===== config.mk =====
export PLATFORM = sky130hd
export DESIGN_NAME = fan_command_direction_controller_core
export DESIGN_NICKNAME = d
export VERILOG_FILES = /design/src/hw/rtl/fcdc_pkg.sv /design/src/hw/rtl/fcdc_cmd.sv /design/src/hw/rtl/fcdc_speed.sv /design/src/hw/rtl/fcdc_bridge.sv /design/src/hw/rtl/fan_command_direction_controller_core.sv
export SDC_FILE = /design/constraint.sdc
export NUM_CORES = 1
export LEC_CHECK = 0
export BUFFER_PORTS_ARGS = -buffer_cell sky130_fd_sc_hd__buf_2
export CORE_MARGIN = 2
export CORE_UTILIZATION = 55
export DETAILED_ROUTE_END_ITERATION = 16
export PLACE_DENSITY = 0.82
export SETUP_SLACK_MARGIN = 0.15
export SYNTH_ARGS = -nofsm -noshare
export SYNTH_HDL_FRONTEND = slang
export SYNTH_HIERARCHICAL = 1
export SYNTH_SLANG_ARGS = --single-unit
export TNS_END_PERCENT = 30

===== constraint.sdc =====
create_clock -name i_clk -period 11.26 [get_ports i_clk]
set_input_delay 2.252 -clock i_clk [delete_from_list [all_inputs] [get_ports i_clk]]
set_output_delay 2.252 -clock i_clk [all_outputs]
set_load 0.05 [all_outputs]

===== src/hw/rtl/fcdc_pkg.sv =====
`default_nettype none

package fcdc_pkg;

    // storage sizes
    localparam int BUFFER_DEPTH_DEF = 9;
    localparam int DUTY_DIGITS      = 3;
    localparam int DIGIT_BASE       = 4;

    // characters
    localparam logic [7:0] END_MARK   = 8'h2A;
    localparam logic [7:0] ASCII_ZERO = 8'd48;
    localparam logic [7:0] ASCII_NINE = 8'd57;

    // keywords, first character in the top byte, padded with zeros
    localparam int KW_BITS = 48;
    localparam logic [KW_BITS-1:0] KW_VEL    = {"VEL", 24'h0};
    localparam logic [KW_BITS-1:0] KW_VENT   = {"VENT", 16'h0};
    localparam logic [KW_BITS-1:0] KW_EXAUST = {"EXAUST"};
    localparam logic [KW_BITS-1:0] KW_PARA   = {"PARA", 16'h0};
    localparam logic [KW_BITS-1:0] KW_RETVEL = {"RETVEL"};

    // duty and pwm scaling: pwm = duty * 255 / 100 = (duty * 1336965) >> 19
    localparam logic [6:0]  DUTY_MAX   = 7'd100;
    localparam logic [20:0] PWM_RECIP  = 21'd1336965;
    localparam int          PWM_SHIFT  = 19;

    // configuration reset values
    localparam logic [15:0] WINDOW_RESET = 16'd1000;
    localparam logic [7:0]  RPP_RESET    = 8'd15;

    // register map, selected by address bit 2
    localparam logic REG_WINDOW = 1'b0;
    localparam logic REG_RPP    = 1'b1;

    typedef enum logic [1:0] {
        KIND_BYTE = 2'd0,
        KIND_TACH = 2'd1,
        KIND_TICK = 2'd2,
        KIND_NONE = 2'd3
    } t_kind;

    typedef enum logic [2:0] {
        RESP_NONE    = 3'd0,
        RESP_DUTY    = 3'd1,
        RESP_VENT    = 3'd2,
        RESP_EXHAUST = 3'd3,
        RESP_STOP    = 3'd4,
        RESP_SPEED   = 3'd5,
        RESP_UNKNOWN = 3'd6
    } t_resp;

    typedef enum logic [1:0] {
        DIR_IDLE    = 2'd0,
        DIR_VENT    = 2'd1,
        DIR_EXHAUST = 2'd2
    } t_dir;

    typedef struct packed {
        t_kind      kind;
        logic [7:0] rx_byte;
    } t_item;

    typedef struct packed {
        logic [15:0] window_ticks;
        logic [7:0]  rpm_per_pulse;
    } t_cfg;

    typedef struct packed {
        t_resp      response;
        logic [6:0] duty;
        logic [7:0] pwm;
        t_dir       req_dir;
    } t_cmd_res;

    typedef struct packed {
        logic [15:0] speed;
        logic        stop_seen;
    } t_speed_res;

    typedef struct packed {
        logic fwd;
        logic rev;
        t_dir dir;
        logic stopped;
    } t_bridge_res;

endpackage

`default_nettype wire


===== src/hw/rtl/fcdc_cmd.sv =====
`default_nettype none

module fcdc_cmd
    import fcdc_pkg::*;
#(
    parameter int BUFFER_DEPTH = BUFFER_DEPTH_DEF
) (
    input  wire logic     i_clk,
    input  wire logic     i_rst_n,
    input  wire logic     i_step,
    input  wire t_item    i_item,
    output t_cmd_res      o_res
);

    localparam int FW = $clog2(BUFFER_DEPTH + 1);

    logic [7:0]        r_chars [BUFFER_DEPTH];
    logic [3:0]        r_digits [DUTY_DIGITS];
    logic [FW-1:0]     r_fill;
    logic [6:0]        r_duty;
    logic [7:0]        r_pwm;
    t_dir              r_req;

    logic [FW-1:0]     n_fill;
    logic [6:0]        n_duty;
    logic [7:0]        n_pwm;
    t_dir              n_req;
    t_resp             n_resp;

    logic [KW_BITS-1:0] head;
    logic               is_byte;
    logic               is_end;
    logic               store;
    logic [3:0]         digit;
    logic [9:0]         raw_duty;
    logic [6:0]         sat_duty;
    logic [27:0]        pwm_prod;

    // keyword match: enough characters buffered and each leading one equal
    function automatic logic kw_hit(input logic [KW_BITS-1:0] kw, input logic [2:0] len,
                                    input logic [KW_BITS-1:0] buf_head,
                                    input logic [FW-1:0] fill);
        logic hit;
        hit = (fill >= FW'(len));
        for (int j = 0; j < KW_BITS / 8; j++) begin
            if (3'(j) < len && buf_head[KW_BITS-1-8*j -: 8] != kw[KW_BITS-1-8*j -: 8]) begin
                hit = 1'b0;
            end
        end
        return hit;
    endfunction

    always_comb begin
        for (int j = 0; j < KW_BITS / 8; j++) begin
            head[KW_BITS-1-8*j -: 8] = r_chars[j];
        end
    end

    assign is_byte = (i_item.kind == KIND_BYTE);
    assign is_end  = (i_item.rx_byte == END_MARK);
    assign store   = is_byte && !is_end && (r_fill < FW'(BUFFER_DEPTH));
    assign digit   = (i_item.rx_byte >= ASCII_ZERO && i_item.rx_byte <= ASCII_NINE)
                   ? 4'(i_item.rx_byte - ASCII_ZERO) : 4'd0;

    // duty from the stored digits, saturated, then scaled to the pwm range
    assign raw_duty = 10'(r_digits[0]) * 10'd100 + 10'(r_digits[1]) * 10'd10
                    + 10'(r_digits[2]);
    assign sat_duty = (raw_duty > 10'(DUTY_MAX)) ? DUTY_MAX : raw_duty[6:0];
    assign pwm_prod = 28'(sat_duty) * 28'(PWM_RECIP);

    always_comb begin
        n_fill = r_fill;
        n_duty = r_duty;
        n_pwm  = r_pwm;
        n_req  = r_req;
        n_resp = RESP_NONE;
        if (i_step && is_byte) begin
            if (is_end) begin
                if (r_fill != '0) begin
                    n_fill = '0;
                    if (kw_hit(KW_VEL, 3'd3, head, r_fill)) begin
                        n_resp = RESP_DUTY;
                        n_duty = sat_duty;
                        n_pwm  = pwm_prod[PWM_SHIFT +: 8];
                    end else if (kw_hit(KW_VENT, 3'd4, head, r_fill)) begin
                        n_resp = RESP_VENT;
                        n_req  = DIR_VENT;
                    end else if (kw_hit(KW_EXAUST, 3'd6, head, r_fill)) begin
                        n_resp = RESP_EXHAUST;
                        n_req  = DIR_EXHAUST;
                    end else if (kw_hit(KW_PARA, 3'd4, head, r_fill)) begin
                        n_resp = RESP_STOP;
                        n_req  = DIR_IDLE;
                    end else if (kw_hit(KW_RETVEL, 3'd6, head, r_fill)) begin
                        n_resp = RESP_SPEED;
                    end else begin
                        n_resp = RESP_UNKNOWN;
                    end
                end
            end else if (store) begin
                n_fill = r_fill + 1'b1;
            end
        end
    end

    // character store, no reset; the digit store below clears to zero on reset
    always_ff @(posedge i_clk) begin
        if (i_step && store) begin
            for (int i = 0; i < BUFFER_DEPTH; i++) begin
                if (r_fill == FW'(i)) begin
                    r_chars[i] <= i_item.rx_byte;
                end
            end
        end
    end

    always_ff @(posedge i_clk) begin
        if (!i_rst_n) begin
            for (int i = 0; i < DUTY_DIGITS; i++) begin
                r_digits[i] <= 4'd0;
            end
        end else if (i_step && store) begin
            for (int i = 0; i < DUTY_DIGITS; i++) begin
                if (r_fill == FW'(DIGIT_BASE + i)) begin
                    r_digits[i] <= digit;
                end
            end
        end
    end

    always_ff @(posedge i_clk) begin
        if (!i_rst_n) begin
            r_fill <= '0;
            r_duty <= '0;
            r_pwm  <= '0;
            r_req  <= DIR_IDLE;
        end else begin
            r_fill <= n_fill;
            r_duty <= n_duty;
            r_pwm  <= n_pwm;
            r_req  <= n_req;
        end
    end

    assign o_res.response = n_resp;
    assign o_res.duty     = n_duty;
    assign o_res.pwm      = n_pwm;
    assign o_res.req_dir  = n_req;

endmodule

`default_nettype wire


===== src/hw/rtl/fcdc_speed.sv =====
`default_nettype none

module fcdc_speed
    import fcdc_pkg::*;
(
    input  wire logic     i_clk,
    input  wire logic     i_rst_n,
    input  wire logic     i_step,
    input  wire t_kind    i_kind,
    input  wire t_cfg     i_cfg,
    output t_speed_res    o_res
);

    logic [15:0] r_pulse;
    logic [15:0] r_tick;
    logic [15:0] r_speed;

    logic [15:0] n_pulse;
    logic [15:0] n_tick;
    logic [15:0] n_speed;
    logic        stop_seen;

    logic [16:0] tick_inc;
    logic [23:0] prod;
    logic [15:0] sat_speed;

    assign tick_inc  = 17'(r_tick) + 17'd1;
    assign prod      = 24'(r_pulse) * 24'(i_cfg.rpm_per_pulse);
    assign sat_speed = (prod[23:16] != '0) ? 16'hFFFF : prod[15:0];

    always_comb begin
        n_pulse   = r_pulse;
        n_tick    = r_tick;
        n_speed   = r_speed;
        stop_seen = 1'b0;
        if (i_step) begin
            case (i_kind)
                KIND_TACH: begin
                    if (r_pulse != 16'hFFFF) begin
                        n_pulse = r_pulse + 16'd1;
                    end
                end
                KIND_TICK: begin
                    // window closes once the count passes the programmed length
                    if (tick_inc > 17'(i_cfg.window_ticks)) begin
                        n_speed   = sat_speed;
                        n_pulse   = '0;
                        n_tick    = '0;
                        stop_seen = (sat_speed == '0);
                    end else begin
                        n_tick = tick_inc[15:0];
                    end
                end
                default: begin
                end
            endcase
        end
    end

    always_ff @(posedge i_clk) begin
        if (!i_rst_n) begin
            r_pulse <= '0;
            r_tick  <= '0;
            r_speed <= '0;
        end else begin
            r_pulse <= n_pulse;
            r_tick  <= n_tick;
            r_speed <= n_speed;
        end
    end

    assign o_res.speed     = n_speed;
    assign o_res.stop_seen = stop_seen;

endmodule

`default_nettype wire


===== src/hw/rtl/fcdc_bridge.sv =====
`default_nettype none

module fcdc_bridge
    import fcdc_pkg::*;
(
    input  wire logic     i_clk,
    input  wire logic     i_rst_n,
    input  wire logic     i_step,
    input  wire t_dir     i_req,
    input  wire logic     i_stop_seen,
    output t_bridge_res   o_res
);

    t_dir r_dir;
    logic r_stopped;

    t_dir n_dir;
    logic n_stopped;
    logic stop_eff;
    logic fwd;
    logic rev;

    assign stop_eff = r_stopped || i_stop_seen;

    // interlock: a reversal has to pass through idle, and idle needs a stopped motor
    always_comb begin
        fwd       = 1'b0;
        rev       = 1'b0;
        n_dir     = r_dir;
        n_stopped = stop_eff;
        case (i_req)
            DIR_VENT, DIR_EXHAUST: begin
                if (r_dir == DIR_IDLE || r_dir == i_req) begin
                    fwd       = (i_req == DIR_VENT);
                    rev       = (i_req == DIR_EXHAUST);
                    n_dir     = i_req;
                    n_stopped = 1'b0;
                end else if (stop_eff) begin
                    n_dir = DIR_IDLE;
                end
            end
            default: begin
                if (stop_eff) begin
                    n_dir = DIR_IDLE;
                end
            end
        endcase
    end

    always_ff @(posedge i_clk) begin
        if (!i_rst_n) begin
            r_dir     <= DIR_IDLE;
            r_stopped <= 1'b1;
        end else if (i_step) begin
            r_dir     <= n_dir;
            r_stopped <= n_stopped;
        end
    end

    assign o_res.fwd     = fwd;
    assign o_res.rev     = rev;
    assign o_res.dir     = n_dir;
    assign o_res.stopped = n_stopped;

endmodule

`default_nettype wire


===== src/hw/rtl/fan_command_direction_controller_core.sv =====
// channel   | handshake                  | payload
// ----------+----------------------------+----------------------------------------------
// input     | i_in_valid / o_in_stall    | i_kind, i_rx_byte
// output    | o_out_valid / i_out_stall  | o_response, o_speed_rpm, o_duty_percent,
//           |                            | o_pwm_level, o_bridge_forward, o_bridge_reverse,
//           |                            | o_direction, o_stopped
// config    | psel/penable/pwrite/pready | paddr, pwdata, prdata
//
// one transaction per clock in steady state while the output is not stalled; a transaction
// passes the input register, then one pass through command, speed and interlock logic into
// the result register, from which the result is offered until it is taken
// synchronous active-low reset clears all control state; configuration comes back at
// window_ticks 1000 and rpm_per_pulse 15
// a stall at the output holds the result register and backs up into the input register;
// o_in_stall rises only once both are full
`default_nettype none

module fan_command_direction_controller_core
    import fcdc_pkg::*;
#(
    parameter int BUFFER_DEPTH = BUFFER_DEPTH_DEF
) (
    input  wire logic        i_clk,
    input  wire logic        i_rst_n,

    // input transaction
    input  wire logic        i_in_valid,
    output logic             o_in_stall,
    input  wire logic [1:0]  i_kind,
    input  wire logic [7:0]  i_rx_byte,

    // result transaction
    output logic             o_out_valid,
    input  wire logic        i_out_stall,
    output logic [2:0]       o_response,
    output logic [15:0]      o_speed_rpm,
    output logic [6:0]       o_duty_percent,
    output logic [7:0]       o_pwm_level,
    output logic             o_bridge_forward,
    output logic             o_bridge_reverse,
    output logic [1:0]       o_direction,
    output logic             o_stopped,

    // configuration
    input  wire logic        psel,
    input  wire logic        penable,
    input  wire logic        pwrite,
    input  wire logic [2:0]  paddr,
    input  wire logic [31:0] pwdata,
    output logic [31:0]      prdata,
    output logic             pready
);

    // configuration registers
    t_cfg        r_cfg;
    logic        cfg_wr;

    // input register
    logic        r_in_valid;
    t_item       r_item;

    // result register
    logic        r_out_valid;
    logic [2:0]  r_response;
    logic [15:0] r_speed;
    logic [6:0]  r_duty;
    logic [7:0]  r_pwm;
    logic        r_fwd;
    logic        r_rev;
    logic [1:0]  r_dir;
    logic        r_stopped;

    logic        advance;
    logic        step;

    t_cmd_res    cmd_res;
    t_speed_res  speed_res;
    t_bridge_res bridge_res;

    // apb: zero-wait, writes land on the access phase
    assign pready = 1'b1;
    assign cfg_wr = psel && penable && pwrite && pready;

    always_ff @(posedge i_clk) begin
        if (!i_rst_n) begin
            r_cfg.window_ticks  <= WINDOW_RESET;
            r_cfg.rpm_per_pulse <= RPP_RESET;
        end else if (cfg_wr) begin
            case (paddr[2])
                REG_WINDOW: r_cfg.window_ticks  <= pwdata[15:0];
                REG_RPP:    r_cfg.rpm_per_pulse <= pwdata[7:0];
                default: begin
                end
            endcase
        end
    end

    always_comb begin
        case (paddr[2])
            REG_WINDOW: prdata = 32'(r_cfg.window_ticks);
            REG_RPP:    prdata = 32'(r_cfg.rpm_per_pulse);
            default:    prdata = '0;
        endcase
    end

    // result register frees up when empty or when its transaction is taken this cycle
    assign advance    = !r_out_valid || !i_out_stall;
    assign step       = r_in_valid && advance;
    assign o_in_stall = r_in_valid && !advance;

    always_ff @(posedge i_clk) begin
        if (!i_rst_n) begin
            r_in_valid <= 1'b0;
        end else if (!o_in_stall) begin
            r_in_valid <= i_in_valid;
        end
    end

    always_ff @(posedge i_clk) begin
        if (i_in_valid && !o_in_stall) begin
            r_item.kind    <= t_kind'(i_kind);
            r_item.rx_byte <= i_rx_byte;
        end
    end

    // command buffer, keyword decode, duty and pwm
    fcdc_cmd #(
        .BUFFER_DEPTH (BUFFER_DEPTH)
    ) u_cmd (
        .i_clk   (i_clk),
        .i_rst_n (i_rst_n),
        .i_step  (step),
        .i_item  (r_item),
        .o_res   (cmd_res)
    );

    // tach pulse count and speed window
    fcdc_speed u_speed (
        .i_clk   (i_clk),
        .i_rst_n (i_rst_n),
        .i_step  (step),
        .i_kind  (r_item.kind),
        .i_cfg   (r_cfg),
        .o_res   (speed_res)
    );

    // h-bridge interlock sees this transaction's request and stop detection
    fcdc_bridge u_bridge (
        .i_clk       (i_clk),
        .i_rst_n     (i_rst_n),
        .i_step      (step),
        .i_req       (cmd_res.req_dir),
        .i_stop_seen (speed_res.stop_seen),
        .o_res       (bridge_res)
    );

    always_ff @(posedge i_clk) begin
        if (!i_rst_n) begin
            r_out_valid <= 1'b0;
        end else if (advance) begin
            r_out_valid <= r_in_valid;
        end
    end

    always_ff @(posedge i_clk) begin
        if (step) begin
            r_response <= cmd_res.response;
            r_speed    <= speed_res.speed;
            r_duty     <= cmd_res.duty;
            r_pwm      <= cmd_res.pwm;
            r_fwd      <= bridge_res.fwd;
            r_rev      <= bridge_res.rev;
            r_dir      <= bridge_res.dir;
            r_stopped  <= bridge_res.stopped;
        end
    end

    assign o_out_valid      = r_out_valid;
    assign o_response       = r_response;
    assign o_speed_rpm      = r_speed;
    assign o_duty_percent   = r_duty;
    assign o_pwm_level      = r_pwm;
    assign o_bridge_forward = r_fwd;
    assign o_bridge_reverse = r_rev;
    assign o_direction      = r_dir;
    assign o_stopped        = r_stopped;

endmodule

`default_nettype wire

* Yosys cells after proc, flatten, opt, wreduce, memory -nomap -nowiden
Memories as Yosys holds them, arrays and structs flattened.
Cells that the tools add are included.
** Operators by class
- Add/sub/neg operators :: 6
- Equality and inequality tests :: 38
- Reductions and logical operators :: 44
- Mux-type cells :: 151
- Shift-type cells :: 0
- Divide/modulo/power cells :: 0
- Multipliers :: 4
- Bitwise logic cells :: 7
- Order comparisons :: 8
** Operator list (number)
- inequality test 8 x 7 -> 1 bit, second input constant :: 20
- 2-to-1 mux 16 bit :: 7
- 2-to-1 mux 1 bit :: 96
- 2-to-1 mux 8 bit :: 12
- one-hot mux 32 bit (2 select lines) :: 1
- OR reduction 8 bit :: 8
- 2-to-1 mux 4 bit :: 15
- 2-to-1 mux 7 bit :: 5
- one-hot mux 16 bit (2 select lines) :: 1
- 2-to-1 mux 2 bit :: 14
- multiplier 7 x 21 -> 27 bit, second input constant :: 1
- multiplier 16 x 8 -> 24 bit :: 1
- adder 16 x 1 -> 17 bit, second input constant :: 1
- greater-than comparator 17 x 16 -> 1 bit :: 1
- adder 16 x 1 -> 16 bit, second input constant :: 1
- == test 4 x 3 -> 1 bit, second input constant :: 4
- zero test 16 bit :: 1
- inequality test 16 bit, second input constant :: 1
- adder 10 x 4 -> 10 bit :: 1
- adder 10 x 8 -> 10 bit :: 1
- greater-than comparator 10 x 7 -> 1 bit, second input constant :: 1
- logical AND 1 bit :: 10
- == test 4 x 2 -> 1 bit, second input constant :: 2
- == test 8 x 6 -> 1 bit, second input constant :: 1
- 31 further kinds :: 52
** Word-level totals
- Register bits :: 147
- Memories kept :: 2
- Input port bits :: 52
- Bits in read-only memories :: 0
- Output and inout bits :: 74
- Logic and storage cells :: 285
- RAM bits :: 84
- Bits in latches :: 0
** Memory list
- u_cmd.r_chars :: depth 9, width 8, rd ports 6, clocked after Yosys merged registers in 0, write ports 1, line fcdc_cmd.sv:17 : logic [7:0] r_chars [BUFFER_DEPTH];
- u_cmd.r_digits :: depth 3, width 4, rd ports 3, clocked after Yosys merged registers in 0, write ports 3, line fcdc_cmd.sv:18 : logic [3:0] r_digits [DUTY_DIGITS];

* Logic depth before layout (Yosys ltp)
Gate-level depths: netlist of run 1.
An unclocked memory read counts as a cell.
- Depth after elaboration :: 35
- Mapped depth :: 31
- Depth with buffers taken out :: 31

* By module
Netlist of run 1, hierarchy kept.
** By module, submodules not included
- fcdc_speed :: cells each 812, area each 7040.5 um2, sequential area each 960.9 um2, times used 1
- fcdc_cmd :: cells each 542, area each 5716.7 um2, sequential area each 2222.1 um2, times used 1
- fan_command_direction_controller_core :: cells each 198, area each 2857.7 um2, sequential area each 1991.9 um2, times used 1
- fcdc_bridge :: cells each 34, area each 307.8 um2, sequential area each 60.1 um2, times used 1

* Worst setup path before layout of run 1
No wires, ideal clock.
- Path type :: input to register
- From :: in i_out_stall
- To :: reg r_stopped (netlist: o_stopped) (data pin)
- Required time :: 11.009 ns
- Buffers on the path :: 1
- Stages :: 12
- Arrival time :: 8.392 ns
- Setup time :: 0.251 ns
- Setup slack :: 2.617 ns
- Path through :: a21boi_0 nand2_1 a21o_1 or3_1 or2b_1 o21ai_0 inv_1 ha_1 a311oi_4 and2_1 nor2_1 buf_4
** RTL lines
- start, declared :: line fan_command_direction_controller_core.sv:34 : input wire logic i_out_stall,
- end signal, assigned :: line fan_command_direction_controller_core.sv:174 : r_stopped <= bridge_res.stopped;
- end, declared :: line fan_command_direction_controller_core.sv:71 : logic r_stopped;

==> metrics.yaml, run 1 <==
outcome: "finished clean"
first_global_vias: 11708
slowest_stage: "nor4_1"
switching_share: 0.304
die_area_mm2: 0.0303
io_pins: 126
tightestPinTransition_ps: 995
wl_per_cell_um: 16.3
die_w_um: 174
grt_antenna_before_repair: 0
synth.distinct_cells: 94
routed_wl_mm: 33.3
diodes: 0
grt_max_degree: 100
ys_seq_elements: 207
slew_violations: 0
rsz0062_at_grt: "false"
fin_setup_tns_ps: 0
critPathMaxStageDelay_ps: 600
peakVddDrop_mv: 0.0978
port_buffers: 90
synth_edf_count: 109
yosys.area.top_type: "edfxtp_1"
htree_num_levels: 1
final_nets: 1944
switchingPower_mw: 0.631
p_leak_nw: 7.74
internal-power_mw: 1.44
syn_avg_cell_area_um2: 10.0
area_delta_synth_final_pct: 8.49
clkTransAtPathRegs_ps: 60
cts_made_buffers: 24
endpoint_kind: "register"
core_mm2: 0.0286
power_density_mw_per_mm2: 120
die_h_um: 174
seqPwrFrac: 0.396
r2r-end: "u_cmd/r_pwm[5]$_SDFF_PN0_"
cts_setup_buffers: 0
p_comb_frac: 0.234
clock_sinks: 207
cts.repair.resized: 0
cts_buffer_depth: 3
timing.reg2reg.setup_slack_ps: 3140
r2r_cells: 30
max_freq_ghz: 0.123
finalPower_mw: 2.07
critPathMaxFanout: 8
hpwl_mm: 24.4
finalSetupViolCount: 0
track_usage: 0.222
synth.most_common_cell: "inv_1"
clock_skew_ps: 15.4
synthCells: 1586
rows: 62
async_flop_share: 0
finalHoldViolCount: 0
insertion_delay_ps: 520
root_buffer: "clkbuf_16"
cp-start-kind: "register"
routabilityCongestion: 0.877
synth_area_leaders: "edfxtp_1 21%, fa_1 13%, dfxtp_1 12%, ha_1 12%, and2_1 4.7%"
final_layout_size_suffix_gt1_frac: 0.109
grt_overflow: 0
fin_crit_sh: 0.721
start_util: 0.556
drt_pass1_iterations: 6
crit_arrival_ps: 8570
synth_flop_cell: "edfxtp_1"
netlist_area_mm2: 0.0159
yosys-top-cells-count: "174 x inv_1, 147 x ha_1, 127 x nand2_1"
hold_start: "u_cmd/r_pwm[4]$_SDFF_PN0_"
cts_tree: "yes"
r2r-start: "u_cmd/r_digits[0][5]$_DFFE_PP_"
path_class: "register to register"
pwr-share-clk: 0.370
crit_path_frequent_cell: "ha_1"
drt-vias-per-instance: 5.72
ant_nets: 0
crit_required_ps: 11710
cap_viol_max_count: 0
drc: 0
min_path_cells: 2
vias: 11690
min_delay_worst_endpoint: "u_cmd/r_pwm[4]$_SDFF_PN0_"
hold_class: "register to register"
ys_seq_area_frac: 0.329
period_needed_ps: 8120
yosysWarnings: 6
dr.first_iter.drc_count: 747
max-slew-margin-rel: 0.337
synth_top_area_share: 0.206
hold_buffers: 0
grt_pass1_wl_mm: 56.4
==> power by group through the flow <==
stage	clock, mW	sequential (mW)	combinational (mW)
final	0.768	0.820	0.485
after global routing	0.809	0.821	0.540
after CTS	0.781	0.820	0.478
after detailed placement	0	0.836	0.471
after global placement	0	0.835	0.459
after floorplan	0	0.847	0.353
==> layout make-up <==
| cell class | instances | area [um^2] |
|---|---|---|
| clock buffers | 29 | 641 |
| clock inverters | 15 | 139 |
| fillers | 2305 | 11300 |
| inverters | 174 | 653 |
| multi-input cells | 1142 | 9640 |
| flip-flops and latches | 207 | 5240 |
| well taps | 384 | 480 |
| repair buffers | 94 | 483 |
==> cell usage in the layout, fill, tap and decap left out, types with 6 or more instances in the layout <==
cell type and count:
a211oi_1 9, a21o_1 19, a21oi_1 54, a31o_2 6
a31oi_1 11, and2_1 120, and3_1 21, buf_2 89
clkbuf_16 25, conb_1 17, dfxtp_1 98, edfxtp_1 109
fa_1 102, ha_1 147, inv_1 174, mux2_2 12
mux2i_1 27, nand2_1 127, nand2b_1 9, nand3_1 37
nand4_1 18, nand4b_1 6, nor2_1 65, nor2b_1 42
nor3_1 19, nor3b_1 6, nor4_1 6, nor4b_1 7
o211ai_1 6, o21a_1 12, o21ai_0 36, o221a_1 15
o22a_1 12, or3_1 12, xnor2_1 31, xor2_1 21
==> flip-flops by register name, indices dropped and copies added (netlist names), 8 cells and up <==
register and count:
u_cmd/r_digits 12, u_speed/r_pulse 16, u_cmd/r_chars 48, o_speed_rpm 16, r_cfg 24, u_cmd/r_pwm 8
r_item 10, u_speed/r_speed 16, o_pwm_level 8, u_speed/r_tick 16
==> worst max path at each step <==
stage                                         startpoint                         to  slack (ps)  cells past startpoint
after floorplan                              i_out_stall        o_stopped$_DFFE_PP_        2620                     12
after CTS                 u_cmd/r_digits[0][5]$_DFFE_PP_  u_cmd/r_pwm[5]$_SDFF_PN0_        3280                     30
after global routing      u_cmd/r_digits[0][5]$_DFFE_PP_  u_cmd/r_pwm[5]$_SDFF_PN0_        2640                     30
after global placement    u_cmd/r_digits[0][5]$_DFFE_PP_  u_cmd/r_pwm[3]$_SDFF_PN0_        3490                     28
after detailed placement  u_cmd/r_digits[0][5]$_DFFE_PP_  u_cmd/r_pwm[5]$_SDFF_PN0_        3350                     30
final                     u_cmd/r_digits[0][5]$_DFFE_PP_  u_cmd/r_pwm[5]$_SDFF_PN0_        3140                     30
==> metrics by stage <==
stage	hold WS [ps]	utilization	setup slack, ps	area (um^2)	instances
6_report	459	0.604	3140	17300	2045
5_1_grt	478	0.604	2640	17300	2045
4_1_cts	461	0.604	3280	17300	2045
3_5_place_dp	452	0.576	3350	16500	2001
3_3_place_gp	447	0.576	3490	16500	2001
2_1_floorplan	440	-	2620	16000	1601
==> critical path: cells and delay by family (launching register included) <==
family | cells | cell delay [ps]
AOI/OAI and AO/OA | 8 | 2040
xor gates and xnor gates | 1 | 210
adders and majority gates | 10 | 3490
buffers and inverters | 5 | 340
DFF | 1 | 440
and+or+nand+nor | 6 | 1530
==> metal layers <==
layer / track usage / part of all wire / up-vias
met5: 0 / 0 / -
met4: 0.0616 / 0.025 / 0
met3: 0.0311 / 0.049 / 65
met2: 0.379 / 0.49 / 324
met1: 0.298 / 0.44 / 5723
li1: - / - / 5578
==> kinds of logic (layout without fill, tap and decap cells) <==
| group | count (synthesis) | count (layout) | synth area share |
|---|---|---|---|
| flops | 207 | 207 | 0.329 |
| other cells | 2 | 17 | 0.000472 |
| mux | 40 | 40 | 0.0262 |
| simple gates | 536 | 536 | 0.187 |
| buf+inv | 252 | 312 | 0.0700 |
| xor+xnor | 53 | 53 | 0.0296 |
| fa+ha+maj | 249 | 249 | 0.244 |
| compound gates | 247 | 247 | 0.114 |
(Power assumes the default switching activity.)
==> run 2, diff against run 1 <==
==> constraint.sdc (replaced) <==
create_clock -name i_clk -period 7.5 [get_ports i_clk]
set_input_delay 1.5 -clock i_clk [delete_from_list [all_inputs] [get_ports i_clk]]
set_output_delay 1.5 -clock i_clk [all_outputs]
set_load 0.05 [all_outputs]
==> run 2 against run 1 <==
  * Non-clock buffer count up 13
  * Fmax increased by 13%
  * Critical path depth decreased by 1
  * Final cell count increased by 0.64%
  * Cell area is 1.6% higher
  * First-iteration DRC count grew 12%
  * Sequential share of layout area is 0.47 points lower
  * Sequential cell count stayed put
  * Register-to-register slack lost 2800 ps
  * Clock skew is 2.9 ps lower
  * Hold slack improved by 1.7 ps
  * Combinational power is 64% higher
  * Highest routed layer is now met5
==> metrics.yaml, run 2 (synthesis gave the netlist of run 1 again) <==
p_leak_nw: 7.82  # was 7.74 nW
max_freq_ghz: 0.140  # was 0.123 GHz
path_class: "register to register"  # unchanged
drt_pass1_iterations: 5  # was 6
hpwl_mm: 25.1  # was 24.4 mm
die_w_um: 174  # unchanged
fillers: 2294  # was 2305
cts_tree: "yes"  # unchanged
finalHoldViolCount: 0  # unchanged
timing.reg2reg.setup_slack_ps: 350  # was 3140 ps
rsz0062_at_grt: "true"  # was false
tightestPinTransition_ps: 968  # was 995 ps
holdWs_ps: 461  # was 459 ps
final_layout_size_suffix_gt1_frac: 0.126  # was 0.109
grt_pass1_wl_mm: 57.1  # was 56.4 mm
core_mm2: 0.0286  # unchanged
rows: 62  # unchanged
drt-vias-per-instance: 5.74  # was 5.72
endpoint_kind: "register"  # unchanged
period_needed_ps: 7150  # was 8120 ps
port_buffers: 90  # unchanged
final_cell_mix: "174 x inv_1, 141 x ha_1, 127 x nand2_1, 119 x and2_1, 109 x edfxtp_1"  # was 174 x inv_1, 147 x ha_1, 127 x nand2_1, 120 x and2_1, 109 x edfxtp_1
io_pins: 126  # unchanged
max-slew-margin-rel: 0.354  # was 0.337
cts_buffer_depth: 3  # unchanged
dr.first_iter.drc_count: 838  # was 747
insertion_delay_ps: 520  # about the same
final_nets: 1957  # was 1944
htree_num_levels: 1  # unchanged
root_buffer: "clkbuf_16"  # unchanged
area_delta_synth_final_pct: 10.2  # was 8.49%
start_util: 0.556  # unchanged
cp-start-kind: "register"  # unchanged
multi_input_area_mm2: 0.00978  # was 0.00964 mm^2
crit_required_ps: 7730  # was 11710 ps
drc: 0  # unchanged
slew_violations: 0  # unchanged
reg.largest.list: "u_cmd/r_chars (48), r_cfg (24)"  # unchanged
critPathMaxFanout: 7  # was 8
outcome: "finished clean"  # unchanged
peakVddDrop_mv: 0.195  # was 0.0978 mV
diodes: 0  # unchanged
ant_nets: 0  # unchanged
vias: 11812  # was 11690
final_common_cell: "inv_1"  # unchanged
slowest_stage: "fa_2"  # was nor4_1
crit_arrival_ps: 7390  # was 8570 ps
power_density_mw_per_mm2: 185  # was 120 mW/mm^2
grt_overflow: 0  # unchanged
routabilityCongestion: 0.875  # was 0.877
top_register: "u_cmd/r_chars"  # unchanged
clock_sinks: 207  # unchanged
die_area_mm2: 0.0303  # unchanged
finalSetupViolCount: 0  # unchanged
hold_class: "register to register"  # unchanged
cts_made_buffers: 24  # unchanged
regArea_mm2: 0.00524  # unchanged
grt_antenna_before_repair: 1  # was 0
wl_per_cell_um: 16.9  # was 16.3 um
clock_skew_ps: 12.5  # was 15.4 ps
critPathMaxStageDelay_ps: 540  # was 600 ps
track_usage: 0.226  # was 0.222
fin_setup_tns_ps: 0  # unchanged
fin_crit_sh: 0.954  # was 0.721
cap_viol_max_count: 0  # unchanged
first_global_vias: 11809  # was 11708
routed_wl_mm: 34.9  # was 33.3 mm
largest_reg_flops: 48  # unchanged
clkTransAtPathRegs_ps: 60  # about the same
die_h_um: 174  # unchanged
grt_max_degree: 100  # unchanged
[run 2: cell types whose count changed in the layout (fill, tap and decap cells not counted), sizes merged]
cell,delta
inv,-2
clkbuf,+5
clkinv,-5
buf,+13
bufinv,+2
[run 2: routing by layer]
layer,vias to the layer above,part of all wire,global-route usage
met1,5787,0.43,0.296
met4,2,0.022,0.0623
met3,56,0.053,0.0352
li1,5613,-,-
met5,-,0.00046,0
met2,354,0.49,0.392
[run 2: worst paths after layout]
check,startpoint,to,depth (start not counted)
hold / removal,u_cmd/r_pwm[4]$_SDFF_PN0_,u_cmd/r_pwm[4]$_SDFF_PN0_,2
setup reg to reg,u_cmd/r_digits[0][5]$_DFFE_PP_,o_pwm_level[7]$_DFFE_PP_,29
hold reg to reg,u_cmd/r_pwm[4]$_SDFF_PN0_,u_cmd/r_pwm[4]$_SDFF_PN0_,2
setup / recovery,u_cmd/r_digits[0][5]$_DFFE_PP_,o_pwm_level[7]$_DFFE_PP_,29
[run 2: cell type report]
type	count	area share
Clock buffer	34	0.0376
Clock inverter	10	0.00884
Inverter	174	0.0372
Multi-Input combinational cell	1142	0.557
Sequential cell	207	0.298
Tap cell	384	0.0274
Timing Repair Buffer	107	0.0333
[run 2: critical path, delay by kind of cell (launching register included)]
family | cells | cell delay [ps]
fa+ha+maj | 10 | 3510
compound gates | 7 | 1370
simple gates | 6 | 1140
flops | 1 | 400
buf+inv | 5 | 270
xor+xnor | 1 | 180
[run 2: repair_timing]
item                       in CTS  in global routing
resized for setup               6                 20
pin swaps                       2                  4
setup endpoints to repair      11                 16
buffers inserted                0                  6
cloned                          0                  0
hold buffers                    0                  0
[run 2: power by group]
| part | total (mW) | switching (mW) | leakage, nW | internal (mW) |
|---|---|---|---|---|
| logic | 0.797 | 0.486 | 5.62 | 0.310 |
| clock network | 1.21 | 0.460 | 0.393 | 0.751 |
| registers | 1.23 | 0.0214 | 1.82 | 1.21 |
[run 2: metrics by stage]
stage          cell area, um^2  total power [mW]  std cells  worst slack [ps]  utilization
2_1_floorplan            16000              1.80       1601               446            -
3_3_place_gp             16500              1.95       2008               231        0.578
3_5_place_dp             16500              1.98       2008              1.60        0.578
4_1_cts                  17400              3.20       2052               171        0.607
5_1_grt                  17500              3.38       2058              53.2        0.613
6_report                 17500              3.24       2058               346        0.613
